[src/rtl/alarm_contact_debounce_core_macros.svh]
// Assertion macros shared by the alarm contact debounce RTL.
// Included by bare file name from the modules that check their own logic.
`ifndef ALARM_CONTACT_DEBOUNCE_CORE_MACROS_SVH
`define ALARM_CONTACT_DEBOUNCE_CORE_MACROS_SVH

// Same-cycle implication, disabled while reset is asserted.
`define ACD_ASSERT_IMP(lbl, clk, rst_n, ante, cons) \
    lbl: assert property (@(posedge clk) disable iff (!(rst_n)) (ante) |-> (cons)) \
        else $error("acd assertion failed");

// Next-cycle implication, disabled while reset is asserted.
`define ACD_ASSERT_NXT(lbl, clk, rst_n, ante, cons) \
    lbl: assert property (@(posedge clk) disable iff (!(rst_n)) (ante) |=> (cons)) \
        else $error("acd assertion failed");

`endif

[src/rtl/acd_pkg.sv]
// Package for the alarm contact debounce block: widths, codes and the result type.
// No dependencies; used by the top level.
`timescale 1ns / 1ps
`default_nettype none

package acd_pkg;

    localparam int ACD_CHANNELS_DEF = 4;
    localparam int ACD_INPUT_BITS   = 4;
    localparam int ACD_ADDR_W       = 4;
    localparam int ACD_DATA_W       = 32;

    // A channel is set once its count of stable active samples exceeds this.
    localparam logic [2:0] ACD_DEBOUNCE_LIMIT = 3'd5;
    localparam logic [2:0] ACD_COUNT_MAX      = 3'd7;
    localparam logic [7:0] ACD_READY_MAX      = 8'hFF;

    // Item commands
    localparam logic [1:0] CMD_SAMPLE    = 2'd0;
    localparam logic [1:0] CMD_HALF_TICK = 2'd1;
    localparam logic [1:0] CMD_BUZZ_TICK = 2'd2;
    localparam logic [1:0] CMD_CLEAR     = 2'd3;

    // Channel states
    localparam logic [1:0] ST_CLEAR    = 2'd0;
    localparam logic [1:0] ST_DEBOUNCE = 2'd1;
    localparam logic [1:0] ST_SET      = 2'd2;

    // Channel options
    localparam logic [1:0] OPT_OFF    = 2'd0;
    localparam logic [1:0] OPT_NO     = 2'd1;
    localparam logic [1:0] OPT_NC     = 2'd2;
    localparam logic [1:0] OPT_IGNORE = 2'd3;

    // Register indexes
    localparam logic [1:0] REG_ALARM_MODE      = 2'd0;
    localparam logic [1:0] REG_CHANNEL_OPTIONS = 2'd1;
    localparam logic [1:0] REG_BUZZER_SECONDS  = 2'd2;
    localparam logic [1:0] REG_HOLD_SECONDS    = 2'd3;

    typedef struct packed {
        logic [7:0] channel_states;
        logic [3:0] new_alarm_mask;
        logic       alarm_key_event;
        logic       led_on;
        logic [7:0] buzzer_left;
        logic [8:0] hold_left;
        logic [7:0] ready_count;
    } t_result;

endpackage

`default_nettype wire

[src/rtl/acd_ifs.sv]
// Valid/ready channel interfaces for the alarm contact debounce block.
// Declares its own field widths and does not import acd_pkg.
`timescale 1ns / 1ps
`default_nettype none

interface acd_in_if;
    logic       valid;
    logic       ready;
    logic [1:0] command;
    logic [3:0] contact_bits;
    logic       remote_enable;

    modport source (output valid, command, contact_bits, remote_enable, input ready);
    modport sink   (input valid, command, contact_bits, remote_enable, output ready);
endinterface

interface acd_out_if;
    logic       valid;
    logic       ready;
    logic [7:0] channel_states;
    logic [3:0] new_alarm_mask;
    logic       alarm_key_event;
    logic       led_on;
    logic [7:0] buzzer_left;
    logic [8:0] hold_left;
    logic [7:0] ready_count;

    modport source (output valid, channel_states, new_alarm_mask, alarm_key_event, led_on,
                    buzzer_left, hold_left, ready_count, input ready);
    modport sink   (input valid, channel_states, new_alarm_mask, alarm_key_event, led_on,
                    buzzer_left, hold_left, ready_count, output ready);
endinterface

`default_nettype wire

[src/rtl/alarm_contact_debounce_core.sv]
// Alarm contact debounce for up to four contacts, each wired to an input bit.
// Each item (contact sample or tick) is registered on entry and processed when it
// fires from the input register: its result is written to the output register and the channel
// state, timers and ready count are updated. One item is accepted every cycle
// unless the block stalls, and each result is registered. The block only
// stalls when the output register is full and not being taken, as the single
// update stage then cannot retire the item held in the input register.
// Configuration is an APB register file of four 32-bit registers at 0x0 to 0xC.
`timescale 1ns / 1ps
`default_nettype none

`include "alarm_contact_debounce_core_macros.svh"

module alarm_contact_debounce_core #(
    parameter int CHANNELS = acd_pkg::ACD_CHANNELS_DEF
) (
    input  wire logic                          i_clk,
    input  wire logic                          i_rst_n,
    acd_in_if.sink                             i_in,
    acd_out_if.source                          o_out,
    input  wire logic                          psel,
    input  wire logic                          penable,
    input  wire logic                          pwrite,
    input  wire logic [acd_pkg::ACD_ADDR_W-1:0] paddr,
    input  wire logic [acd_pkg::ACD_DATA_W-1:0] pwdata,
    output logic      [acd_pkg::ACD_DATA_W-1:0] prdata,
    output logic                               pready
);

    // Width that covers every processed channel and every input bit.
    localparam int LW    = (CHANNELS > acd_pkg::ACD_INPUT_BITS) ? CHANNELS
                                                                : acd_pkg::ACD_INPUT_BITS;
    localparam int LRC_W = (CHANNELS > 1) ? $clog2(CHANNELS) : 1;

    // Configuration registers
    logic       r_alarm_mode;
    logic [7:0] r_channel_options;
    logic [6:0] r_buzzer_seconds;
    logic [7:0] r_hold_seconds;
    logic       w_cfg_wr;
    logic [1:0] w_cfg_idx;

    // Input and output stages
    logic       r_in_valid;
    logic [1:0] r_in_cmd;
    logic [3:0] r_in_bits;
    logic       r_in_en;
    logic       r_out_valid;
    acd_pkg::t_result r_out;
    logic       w_fire;

    // Block state
    logic [1:0]       r_chan_state [CHANNELS];
    logic [2:0]       r_chan_count [CHANNELS];
    logic             r_prev_level [CHANNELS];
    logic             r_prev_seen  [CHANNELS];
    logic [LRC_W-1:0] r_last_chan;
    logic             r_last_valid;
    logic [7:0]       r_ready_total;
    logic [8:0]       r_hold_timer;
    logic [7:0]       r_buzzer_timer;
    logic             r_led;

    logic [1:0]       n_chan_state [CHANNELS];
    logic [2:0]       n_chan_count [CHANNELS];
    logic             n_prev_level [CHANNELS];
    logic             n_prev_seen  [CHANNELS];
    logic [LRC_W-1:0] n_last_chan;
    logic             n_last_valid;
    logic [7:0]       n_ready_total;
    logic [8:0]       n_hold_timer;
    logic [7:0]       n_buzzer_timer;
    logic             n_led;
    acd_pkg::t_result n_out;

    logic             w_any_set;

    // ---------------------------------------------------------------- APB
    assign pready    = 1'b1;
    assign w_cfg_wr  = psel && penable && pwrite && pready;
    assign w_cfg_idx = paddr[acd_pkg::ACD_ADDR_W-1:2];

    always_comb begin
        case (w_cfg_idx)
            acd_pkg::REG_ALARM_MODE:      prdata = acd_pkg::ACD_DATA_W'(r_alarm_mode);
            acd_pkg::REG_CHANNEL_OPTIONS: prdata = acd_pkg::ACD_DATA_W'(r_channel_options);
            acd_pkg::REG_BUZZER_SECONDS:  prdata = acd_pkg::ACD_DATA_W'(r_buzzer_seconds);
            acd_pkg::REG_HOLD_SECONDS:    prdata = acd_pkg::ACD_DATA_W'(r_hold_seconds);
            default:                      prdata = '0;
        endcase
    end

    always_ff @(posedge i_clk) begin
        if (!i_rst_n) begin
            r_alarm_mode      <= 1'b1;
            r_channel_options <= '0;
            r_buzzer_seconds  <= '0;
            r_hold_seconds    <= '0;
        end else if (w_cfg_wr) begin
            case (w_cfg_idx)
                acd_pkg::REG_ALARM_MODE:      r_alarm_mode      <= pwdata[0];
                acd_pkg::REG_CHANNEL_OPTIONS: r_channel_options <= pwdata[7:0];
                acd_pkg::REG_BUZZER_SECONDS:  r_buzzer_seconds  <= pwdata[6:0];
                acd_pkg::REG_HOLD_SECONDS:    r_hold_seconds    <= pwdata[7:0];
                default: ;
            endcase
        end
    end

    // ---------------------------------------------------------- handshake
    assign w_fire     = r_in_valid && (!r_out_valid || o_out.ready);
    assign i_in.ready = !r_in_valid || w_fire;

    always_comb begin
        w_any_set = 1'b0;
        for (int ch = 0; ch < CHANNELS; ch++) begin
            if (r_chan_state[ch] == acd_pkg::ST_SET) w_any_set = 1'b1;
        end
    end

    // ------------------------------------------------------ update logic
    // Channels are walked in order, so a release on a lower channel loads the
    // hold timer before a higher channel decides whether to load the buzzer.
    always_comb begin
        logic [LW-1:0]   v_levels;
        logic [2*LW-1:0] v_opts;
        logic [LW-1:0]   v_mask;
        logic [2*LW-1:0] v_states;
        logic            v_level;
        logic [1:0]      v_opt;
        logic            v_changed;
        logic            v_inactive;

        v_levels   = LW'(r_in_bits);
        v_opts     = (2*LW)'(r_channel_options);
        v_mask     = '0;
        v_states   = '0;
        v_level    = 1'b0;
        v_opt      = acd_pkg::OPT_OFF;
        v_changed  = 1'b0;
        v_inactive = 1'b0;

        n_chan_state   = r_chan_state;
        n_chan_count   = r_chan_count;
        n_prev_level   = r_prev_level;
        n_prev_seen    = r_prev_seen;
        n_last_chan    = r_last_chan;
        n_last_valid   = r_last_valid;
        n_ready_total  = r_ready_total;
        n_hold_timer   = r_hold_timer;
        n_buzzer_timer = r_buzzer_timer;
        n_led          = r_led;

        case (r_in_cmd)
            acd_pkg::CMD_SAMPLE: begin
                if (r_alarm_mode && r_in_en) begin
                    for (int ch = 0; ch < CHANNELS; ch++) begin
                        v_level    = v_levels[ch];
                        v_opt      = v_opts[2*ch +: 2];
                        v_changed  = !r_prev_seen[ch] || (v_level != r_prev_level[ch]);
                        v_inactive = (v_opt == acd_pkg::OPT_NO) ? v_level : !v_level;
                        if (v_opt == acd_pkg::OPT_OFF) begin
                            n_chan_state[ch] = acd_pkg::ST_CLEAR;
                            n_chan_count[ch] = '0;
                        end else if (v_opt == acd_pkg::OPT_IGNORE) begin
                            n_chan_count[ch] = '0;
                        end else if (v_changed || v_inactive) begin
                            if (r_chan_state[ch] == acd_pkg::ST_SET) begin
                                n_hold_timer = {r_hold_seconds, 1'b0};
                                n_led        = 1'b1;
                            end
                            n_chan_state[ch] = acd_pkg::ST_CLEAR;
                            n_chan_count[ch] = '0;
                        end else if (r_chan_state[ch] != acd_pkg::ST_SET) begin
                            if (r_chan_count[ch] != acd_pkg::ACD_COUNT_MAX) begin
                                n_chan_count[ch] = r_chan_count[ch] + 3'd1;
                            end
                            n_chan_state[ch] = acd_pkg::ST_DEBOUNCE;
                        end
                        if (n_chan_count[ch] > acd_pkg::ACD_DEBOUNCE_LIMIT
                                && n_chan_state[ch] == acd_pkg::ST_DEBOUNCE) begin
                            n_chan_state[ch] = acd_pkg::ST_SET;
                            n_chan_count[ch] = '0;
                            v_mask[ch]       = 1'b1;
                            if (!n_last_valid || n_last_chan != LRC_W'(ch)) begin
                                if (n_ready_total != acd_pkg::ACD_READY_MAX) begin
                                    n_ready_total = n_ready_total + 8'd1;
                                end
                                n_last_chan  = LRC_W'(ch);
                                n_last_valid = 1'b1;
                            end
                            if (n_buzzer_timer == '0 && n_hold_timer == '0) begin
                                n_buzzer_timer = {r_buzzer_seconds, 1'b0};
                            end
                            n_led = 1'b1;
                        end
                        n_prev_level[ch] = v_level;
                        n_prev_seen[ch]  = 1'b1;
                    end
                end
            end
            acd_pkg::CMD_HALF_TICK: begin
                if (r_hold_timer != '0) n_hold_timer = r_hold_timer - 9'd1;
                if (n_hold_timer == '0 && !w_any_set) begin
                    n_last_valid  = 1'b0;
                    n_last_chan   = '0;
                    n_ready_total = '0;
                    n_led         = 1'b0;
                end
            end
            acd_pkg::CMD_BUZZ_TICK: begin
                if (r_buzzer_timer != '0) n_buzzer_timer = r_buzzer_timer - 8'd1;
            end
            acd_pkg::CMD_CLEAR: begin
                for (int ch = 0; ch < CHANNELS; ch++) begin
                    n_chan_state[ch] = acd_pkg::ST_CLEAR;
                    n_chan_count[ch] = '0;
                end
            end
            default: ;
        endcase

        for (int ch = 0; ch < CHANNELS; ch++) begin
            v_states[2*ch +: 2] = n_chan_state[ch];
        end

        n_out.channel_states  = v_states[7:0];
        n_out.new_alarm_mask  = v_mask[3:0];
        n_out.alarm_key_event = (v_mask != '0);
        n_out.led_on          = n_led;
        n_out.buzzer_left     = n_buzzer_timer;
        n_out.hold_left       = n_hold_timer;
        n_out.ready_count     = n_ready_total;
    end

    // ---------------------------------------------------------- registers
    always_ff @(posedge i_clk) begin
        if (!i_rst_n) begin
            r_in_valid     <= 1'b0;
            r_out_valid    <= 1'b0;
            for (int ch = 0; ch < CHANNELS; ch++) begin
                r_chan_state[ch] <= acd_pkg::ST_CLEAR;
                r_chan_count[ch] <= '0;
                r_prev_level[ch] <= 1'b0;
                r_prev_seen[ch]  <= 1'b0;
            end
            r_last_chan    <= '0;
            r_last_valid   <= 1'b0;
            r_ready_total  <= '0;
            r_hold_timer   <= '0;
            r_buzzer_timer <= '0;
            r_led          <= 1'b0;
        end else begin
            if (i_in.valid && i_in.ready) begin
                r_in_valid <= 1'b1;
            end else if (w_fire) begin
                r_in_valid <= 1'b0;
            end
            if (w_fire) begin
                r_out_valid <= 1'b1;
            end else if (o_out.ready) begin
                r_out_valid <= 1'b0;
            end
            if (w_fire) begin
                r_chan_state   <= n_chan_state;
                r_chan_count   <= n_chan_count;
                r_prev_level   <= n_prev_level;
                r_prev_seen    <= n_prev_seen;
                r_last_chan    <= n_last_chan;
                r_last_valid   <= n_last_valid;
                r_ready_total  <= n_ready_total;
                r_hold_timer   <= n_hold_timer;
                r_buzzer_timer <= n_buzzer_timer;
                r_led          <= n_led;
            end
        end
    end

    // Payload registers carry no reset.
    always_ff @(posedge i_clk) begin
        if (i_in.valid && i_in.ready) begin
            r_in_cmd  <= i_in.command;
            r_in_bits <= i_in.contact_bits;
            r_in_en   <= i_in.remote_enable;
        end
        if (w_fire) begin
            r_out <= n_out;
        end
    end

    assign o_out.valid           = r_out_valid;
    assign o_out.channel_states  = r_out.channel_states;
    assign o_out.new_alarm_mask  = r_out.new_alarm_mask;
    assign o_out.alarm_key_event = r_out.alarm_key_event;
    assign o_out.led_on          = r_out.led_on;
    assign o_out.buzzer_left     = r_out.buzzer_left;
    assign o_out.hold_left       = r_out.hold_left;
    assign o_out.ready_count     = r_out.ready_count;

    // ---------------------------------------------------------- assertions
    // State moves only when an item is retired into the output register.
    `ACD_ASSERT_NXT(a_state_held_on_stall, i_clk, i_rst_n, !w_fire, $stable(r_hold_timer) && $stable(r_ready_total) && $stable(r_led))
    // A clear-all item always reports every channel clear.
    `ACD_ASSERT_NXT(a_clear_all_result, i_clk, i_rst_n, w_fire && r_in_cmd == acd_pkg::CMD_CLEAR, r_out.channel_states == '0)
    // A ready channel lights the LED, and the LED only goes out with the count.
    `ACD_ASSERT_IMP(a_ready_implies_led, i_clk, i_rst_n, r_ready_total != '0, r_led)
    // The LED cannot be cleared while any channel is set.
    `ACD_ASSERT_IMP(a_set_implies_led, i_clk, i_rst_n, w_any_set, r_led)

endmodule

`default_nettype wire
[src/flat_wrapper.sv]
// flat-port wrapper written by rule: the top's interface ports become plain ports
module alarm_contact_debounce_core_flat 
#(
    parameter int CHANNELS = acd_pkg::ACD_CHANNELS_DEF
)
  (i_clk, i_rst_n, psel, penable, pwrite, paddr, pwdata, prdata, pready, i_in_valid, i_in_command, i_in_contact_bits, i_in_remote_enable, i_in_ready, o_out_valid, o_out_channel_states, o_out_new_alarm_mask, o_out_alarm_key_event, o_out_led_on, o_out_buzzer_left, o_out_hold_left, o_out_ready_count, o_out_ready);
  acd_in_if i_in_i ();
  acd_out_if o_out_i ();
  input  wire logic i_clk;
  input  wire logic i_rst_n;
  input  wire logic psel;
  input  wire logic penable;
  input  wire logic pwrite;
  input  wire logic [acd_pkg::ACD_ADDR_W-1:0] paddr;
  input  wire logic [acd_pkg::ACD_DATA_W-1:0] pwdata;
  output logic      [acd_pkg::ACD_DATA_W-1:0] prdata;
  output logic pready;
  input wire logic [$bits(i_in_i.valid)-1:0] i_in_valid;
  input wire logic [$bits(i_in_i.command)-1:0] i_in_command;
  input wire logic [$bits(i_in_i.contact_bits)-1:0] i_in_contact_bits;
  input wire logic [$bits(i_in_i.remote_enable)-1:0] i_in_remote_enable;
  output wire logic [$bits(i_in_i.ready)-1:0] i_in_ready;
  output wire logic [$bits(o_out_i.valid)-1:0] o_out_valid;
  output wire logic [$bits(o_out_i.channel_states)-1:0] o_out_channel_states;
  output wire logic [$bits(o_out_i.new_alarm_mask)-1:0] o_out_new_alarm_mask;
  output wire logic [$bits(o_out_i.alarm_key_event)-1:0] o_out_alarm_key_event;
  output wire logic [$bits(o_out_i.led_on)-1:0] o_out_led_on;
  output wire logic [$bits(o_out_i.buzzer_left)-1:0] o_out_buzzer_left;
  output wire logic [$bits(o_out_i.hold_left)-1:0] o_out_hold_left;
  output wire logic [$bits(o_out_i.ready_count)-1:0] o_out_ready_count;
  input wire logic [$bits(o_out_i.ready)-1:0] o_out_ready;
  assign i_in_i.valid = i_in_valid;
  assign i_in_i.command = i_in_command;
  assign i_in_i.contact_bits = i_in_contact_bits;
  assign i_in_i.remote_enable = i_in_remote_enable;
  assign i_in_ready = i_in_i.ready;
  assign o_out_valid = o_out_i.valid;
  assign o_out_channel_states = o_out_i.channel_states;
  assign o_out_new_alarm_mask = o_out_i.new_alarm_mask;
  assign o_out_alarm_key_event = o_out_i.alarm_key_event;
  assign o_out_led_on = o_out_i.led_on;
  assign o_out_buzzer_left = o_out_i.buzzer_left;
  assign o_out_hold_left = o_out_i.hold_left;
  assign o_out_ready_count = o_out_i.ready_count;
  assign o_out_i.ready = o_out_ready;
  alarm_contact_debounce_core #(.CHANNELS(CHANNELS)) u_core (.i_clk(i_clk), .i_rst_n(i_rst_n), .i_in(i_in_i), .o_out(o_out_i), .psel(psel), .penable(penable), .pwrite(pwrite), .paddr(paddr), .pwdata(pwdata), .prdata(prdata), .pready(pready));
endmodule
[config.mk]
export PLATFORM = sky130hd
export DESIGN_NAME = alarm_contact_debounce_core_flat
export DESIGN_NICKNAME = d
export VERILOG_FILES = /design/src/rtl/acd_pkg.sv /design/src/rtl/acd_ifs.sv /design/src/rtl/alarm_contact_debounce_core.sv /design/src/flat_wrapper.sv
export VERILOG_INCLUDE_DIRS = /design/src /design/src/rtl
export SDC_FILE = /design/constraint.sdc
export NUM_CORES = 1
export LEC_CHECK = 0
export BUFFER_PORTS_ARGS = -buffer_cell sky130_fd_sc_hd__buf_2
export CORE_MARGIN = 2
export CORE_UTILIZATION = 45
export DETAILED_ROUTE_END_ITERATION = 8
export GPL_ROUTABILITY_DRIVEN = 0
export PLACE_DENSITY = 0.66
export RECOVER_POWER = 25
export SLEW_MARGIN = 20
export SYNTH_ARGS = -nofsm -noshare
export SYNTH_HDL_FRONTEND = slang
export SYNTH_SLANG_ARGS = --single-unit
export TNS_END_PERCENT = 5
[constraint.sdc]
create_clock -name i_clk -period 8.92 [get_ports i_clk]
set_clock_uncertainty 0.05 [all_clocks]
set_input_delay 1.784 -clock i_clk [delete_from_list [all_inputs] [get_ports i_clk]]
set_output_delay 1.784 -clock i_clk [all_outputs]
set_load 0.01 [all_outputs]
# --- Yosys cells after proc, flatten, opt, wreduce, memory -nomap -nowiden ---
# Index checks and enable logic that the tools add are counted.
op_classes:
  n_eq_ne: 43
  mux: 206
  add_sub_neg: 10
  n_reduce_logical: 70
  n_lt_le_gt_ge: 4
ops:
  columns: ["operator", "count"]
  rows:
  - ["$mux 8", 37]
  - ["$mux 9", 27]
  - ["$pmux 32 s4", 1]
  - ["$mux 3", 32]
  - ["$mux 2", 44]
  - ["$mux 1", 54]
  - ["$pmux 8 s2", 3]
  - ["$logic_not 9->1", 5]
  - ["$add 8x1->8 const B", 4]
  - ["$logic_not 8->1", 4]
  - ["$ne 8x8->1 const B", 4]
  - ["$eq 2x2->1 const B", 12]
  - ["$pmux 12 s2", 1]
  - ["$eq 2x1->1 const B", 10]
  - ["$pmux 9 s2", 1]
  - ["$logic_and 1x1->1", 14]
  - ["$logic_or 1x1->1", 14]
  - ["$add 3x1->3 const B", 4]
  - ["$gt 3x3->1 const B", 4]
  - ["$logic_not 1->1", 12]
  - ["$logic_not 2->1", 6]
  - ["$mux 12", 1]
  - ["$ne 2x2->1 const B", 6]
  - ["$ne 3x3->1 const B", 4]
  - ["14 further kinds", 29]
word_totals:
  word_cells: 368
  inputBits: 50
  reg_bits: 126

# --- Depth between registers and ports, before layout ---
logic_depth:
  depth_word: 32
  depth_mapped: 26
  ltp_nobuf: 25

# --- Worst setup path before layout ---
# No wires, ideal clock.
synth_path:
  path_kind: "register -> register"
  from: "reg u_core.r_in_bits[0]"
  to: "reg u_core.r_out, in the netlist u_core.o_out.ready_count[1] (data pin)"
  required_ns: 8.605
  t_arrival_ns: 5.926
  setup_slack_ns: 2.679
  stages_incl_launch_ff: 25
  path_buffers: 1
  period_less_slack_ns: 6.241
  path_cell_list: "edfxtp_1 > and4b_4 > o211a_4 > a2111o_1 > buf_4 > nor3_1 > mux2_2 > ha_1 > and2_1 > o31a_1 > or2_2 > a21oi_1 > xnor2_1 > ha_1 > o211a_1 > o21ai_1 > o31ai_2 > xnor2_1 > ha_1 > nand2_1 > o31ai_1 > nand4_1 > o41ai_2 > mux2i_1 > o21ai_1"
synth_lines:
  columns: ["element", "line", "rtl"]
  rows:
  - ["from (decl)", "alarm_contact_debounce_core.sv:46", "logic [3:0] r_in_bits;"]
  - ["from (signal assigned)", "alarm_contact_debounce_core.sv:283", "r_in_bits <= i_in.contact_bits;"]
  - ["to (signal assigned)", "alarm_contact_debounce_core.sv:287", "r_out <= n_out;"]
  - ["to (decl)", "alarm_contact_debounce_core.sv:49", "acd_pkg::t_result r_out;"]

==> results.json <==
{
  "synth_edf_count": 46,
  "hold_viol": 0,
  "worst_pin_slew_ps": 3440,
  "routedWlPerCell_um": 17.5,
  "postRouteWirelength_um": 21900,
  "rsz0062_at_grt": "false",
  "cts_hold_buf": 0,
  "crit_path_max_incr_delay_ps": 1330,
  "min-delay-path-class": "reg2reg",
  "row_count": 49,
  "crit_path_cell_trace": "nor4b_2 > o21ai_0 > a2111oi_0 > nand4_1 > xor2_1 > nor4_4 > a21oi_1 > xnor2_1 > ha_1 > o211a_1 > o21ai_1 > o31ai_2 > mux2_2 > ha_1 > nand2_1 > o31ai_1 > nand4_1 > o41ai_2 > mux2i_1 > o21ai_1",
  "total_leakage_power_nw": 3.41,
  "grt_pass1_vias": 6569,
  "core_um2": 17800,
  "finalSetupTns_ps": 0,
  "layout_common_cells": "nor2_1 (120), nand2_1 (110), dfxtp_1 (80)",
  "synth-seq-cells": 126,
  "initialDrtViolationCount": 682,
  "cts.sinks": 126,
  "r2r-start": "u_core.r_in_bits[0]",
  "stdcell_count": 1252,
  "grt_use_total_pct": 22.2,
  "grt_max_degree": 74,
  "seqPwrFrac_pct": 42.4,
  "power_mw": 1.49,
  "ys_seq_area_share_pct": 36.8,
  "critPathRequiredTime_ps": 9040,
  "n_antenna_cell": 0,
  "violations": "max-capacitance violations, max-slew violations",
  "max_slew_margin_pct": -130,
  "finish.instance_area_um2": 9070,
  "cts.clk_slew.worst_paths_ps": 60,
  "start_util_pct": 45.4,
  "die_area_um2": 19100,
  "fin_crit_ps": 7630,
  "ios": 124,
  "fin_crit_sh_pct": 85.5,
  "netlist_area_um2": 8100,
  "hpwlAfterDp_um": 15700,
  "startpoint": "u_core.r_in_bits[0]",
  "ys_types": 89,
  "place_area_um2": 8510,
  "critical-path-slowest-cell": "a2111oi_0",
  "endpoint_kind": "register",
  "crit_type": "reg2reg",
  "die_y_um": 138,
  "hp-start": "u_core.r_chan_count[10]",
  "drv_cap": 2,
  "synth.avg_cell_area_um2": 8.45,
  "arrival_ps": 7750,
  "via_per_inst": 5.98,
  "cts_tree": "done",
  "final_max_slew_viol_count": 83,
  "clk_latency_ps": 430,
  "grt_pass1_wl_um": 34600,
  "area_growth_pct": 12.0,
  "yosys_warnings": 0,
  "grt-ovfl-total": 0,
  "ant_nets": 0,
  "worstSetupStartpointType": "register",
  "p_sw_share_pct": 25.1,
  "path_max_fanout": 8,
  "cts_resized": 0,
  "power_frac_comb_pct": 9.9,
  "antenna_found_initial": 0,
  "finalSetupViolCount": 0,
  "cts_buffers": 17,
  "die_x_um": 138,
  "cts_root_buf": "clkbuf_16",
  "peakVddDrop_v": 0.000148,
  "status": "finished with violations",
  "drive_gt1_share_pct": 12.4,
  "layout_commonest_cell": "nor2_1",
  "fin_nets": 1075,
  "place_inst": 1220,
  "htree_levels": 4,
  "p_switching_mw": 0.374,
  "power.internal_mw": 1.12,
  "synthCells": 959,
  "synth_ff_type": "dfxtp_1",
  "route.vias.total": 7489,
  "synthArstFlopShare_pct": 0,
  "clk_path_buf_depth": 2,
  "fmax_ghz": 0.131,
  "power_density_nw_per_um2": 165,
  "portBuffers": 72,
  "drc": 0,
  "postCtsSetupBuffers": 0,
  "firstDrtPassIters": 8,
  "clkPwrFrac_pct": 47.8
}
metal layers:
layer / part of all wire (%) / vias up / GRT usage, % / routed length (um)
met3: 6.9 / 16 / 4.16 / 1510
met2: 45 / 298 / 34.6 / 9960
met4: 1.0 / 0 / 6.12 / 223
met1: 47 / 3552 / 31.8 / 10200
li1: - / 3623 / - / -
met5: 0 / - / 0 / 0
flip-flops by register name, summed over array words and instances, names as in the netlist, 2 cells and up:
register	cells
u_core.r_chan_count	12
u_core.o_out.hold_left	9
u_core.r_hold_timer	9
u_core.o_out.buzzer_left	8
u_core.o_out.channel_states	8
u_core.o_out.ready_count	8
u_core.r_buzzer_timer	8
u_core.r_chan_state	8
u_core.r_channel_options	8
u_core.r_hold_seconds	8
u_core.r_ready_total	8
u_core.r_buzzer_seconds	7
u_core.o_out.new_alarm_mask	4
u_core.r_in_bits	4
u_core.r_prev_level	4
u_core.r_in_cmd	2
u_core.r_last_chan	2
synth_stat cells (all sizes together), types with 5 or more instances:
cell    count  share of area, %
o221ai      7              0.76
xnor2      12               1.3
dfxtp      80                20
a22oi       5              0.46
a32o        5              0.62
a22o        9              0.97
mux2       13               1.9
xor2        7              0.76
nand4      14               1.3
inv        21              0.97
a211oi     11               1.0
a32oi       6              0.65
nand2     110               5.1
a311oi      5              0.54
a21oi      63               3.9
ha         15               2.3
nand3b      5              0.46
o21a        6              0.56
nor4       13               1.5
nor3       22               1.4
nor3b       6              0.56
a31oi      10              0.77
o31ai       9              0.90
or4         8              0.83
mux2i      39               5.0
nor2      120               5.6
clkbuf     38               1.8
buf        30               2.7
or3         8              0.62
a21o        9              0.83
nand2b     13               1.0
and2        8              0.62
and3       11              0.85
edfxtp     46                17
nand3      32               2.0
o21ai      61               3.8
nor2b      10              0.77
or2         8              0.62
path summary, 6_finish.rpt:
check / to / slack (ps) / depth (start not counted)
hold reg to reg: u_core.r_chan_count[10] / 420 / 2
setup reg to reg: u_core.o_out.ready_count[1] / 1290 / 20
setup / recovery: u_core.o_out.ready_count[1] / 1290 / 20
hold / removal: u_core.r_chan_count[10] / 420 / 2
cell type report:
| class | instances | area (um^2) |
|---|---|---|
| tap | 229 | 287 |
| clock inverter | 11 | 140 |
| timing repair buffer | 77 | 370 |
| sequential | 126 | 2980 |
| multi-input combinational | 767 | 4750 |
| fill | 1721 | 8770 |
| clock buffer | 21 | 462 |
| inverter | 21 | 78.8 |
power by group through the flow:
| stage | Sequential [mW] | Clock, mW | Combinational (mW) |
|---|---|---|---|
| finish | 0.632 | 0.714 | 0.147 |
| global route | 0.634 | 0.747 | 0.161 |
| CTS | 0.632 | 0.719 | 0.147 |
| detailed placement | 0.644 | 0 | 0.146 |
| global placement | 0.643 | 0 | 0.145 |
| floorplan | 0.645 | 0 | 0.108 |
cells by family (layout without fill, tap and decap cells):
group,after synthesis,after routing,share of synthesized area (%)
AO/OA/AOI/OAI,255,255,21.6
XOR/XNOR,19,19,2.05
adder cells (fa/ha/maj),15,15,2.32
buffers and inverters,89,130,5.39
flip-flops,126,126,36.8
multiplexers,53,53,7.15
other,2,25,0.0927
AND/OR/NAND/NOR,400,400,24.6
critical path, delay by kind of cell (launching register included):
family | cells | cell delay [ps]
and+or+nand+nor | 5 | 1130
adders and majority gates | 2 | 550
muxes | 2 | 580
AOI/OAI and AO/OA | 9 | 3640
DFF | 1 | 500
xor gates and xnor gates | 2 | 930
metrics by stage:
step | utilization, % | setup WS (ps) | hold WS [ps]
6_report | 50.8 | 1290 | 420
5_1_grt | 50.8 | 624 | 444
4_1_cts | 51.1 | 1710 | 421
3_5_place_dp | 47.7 | 1710 | 414
3_3_place_gp | 47.7 | 1840 | 407
2_1_floorplan | - | 2680 | 393
(Power assumes the default switching activity.)
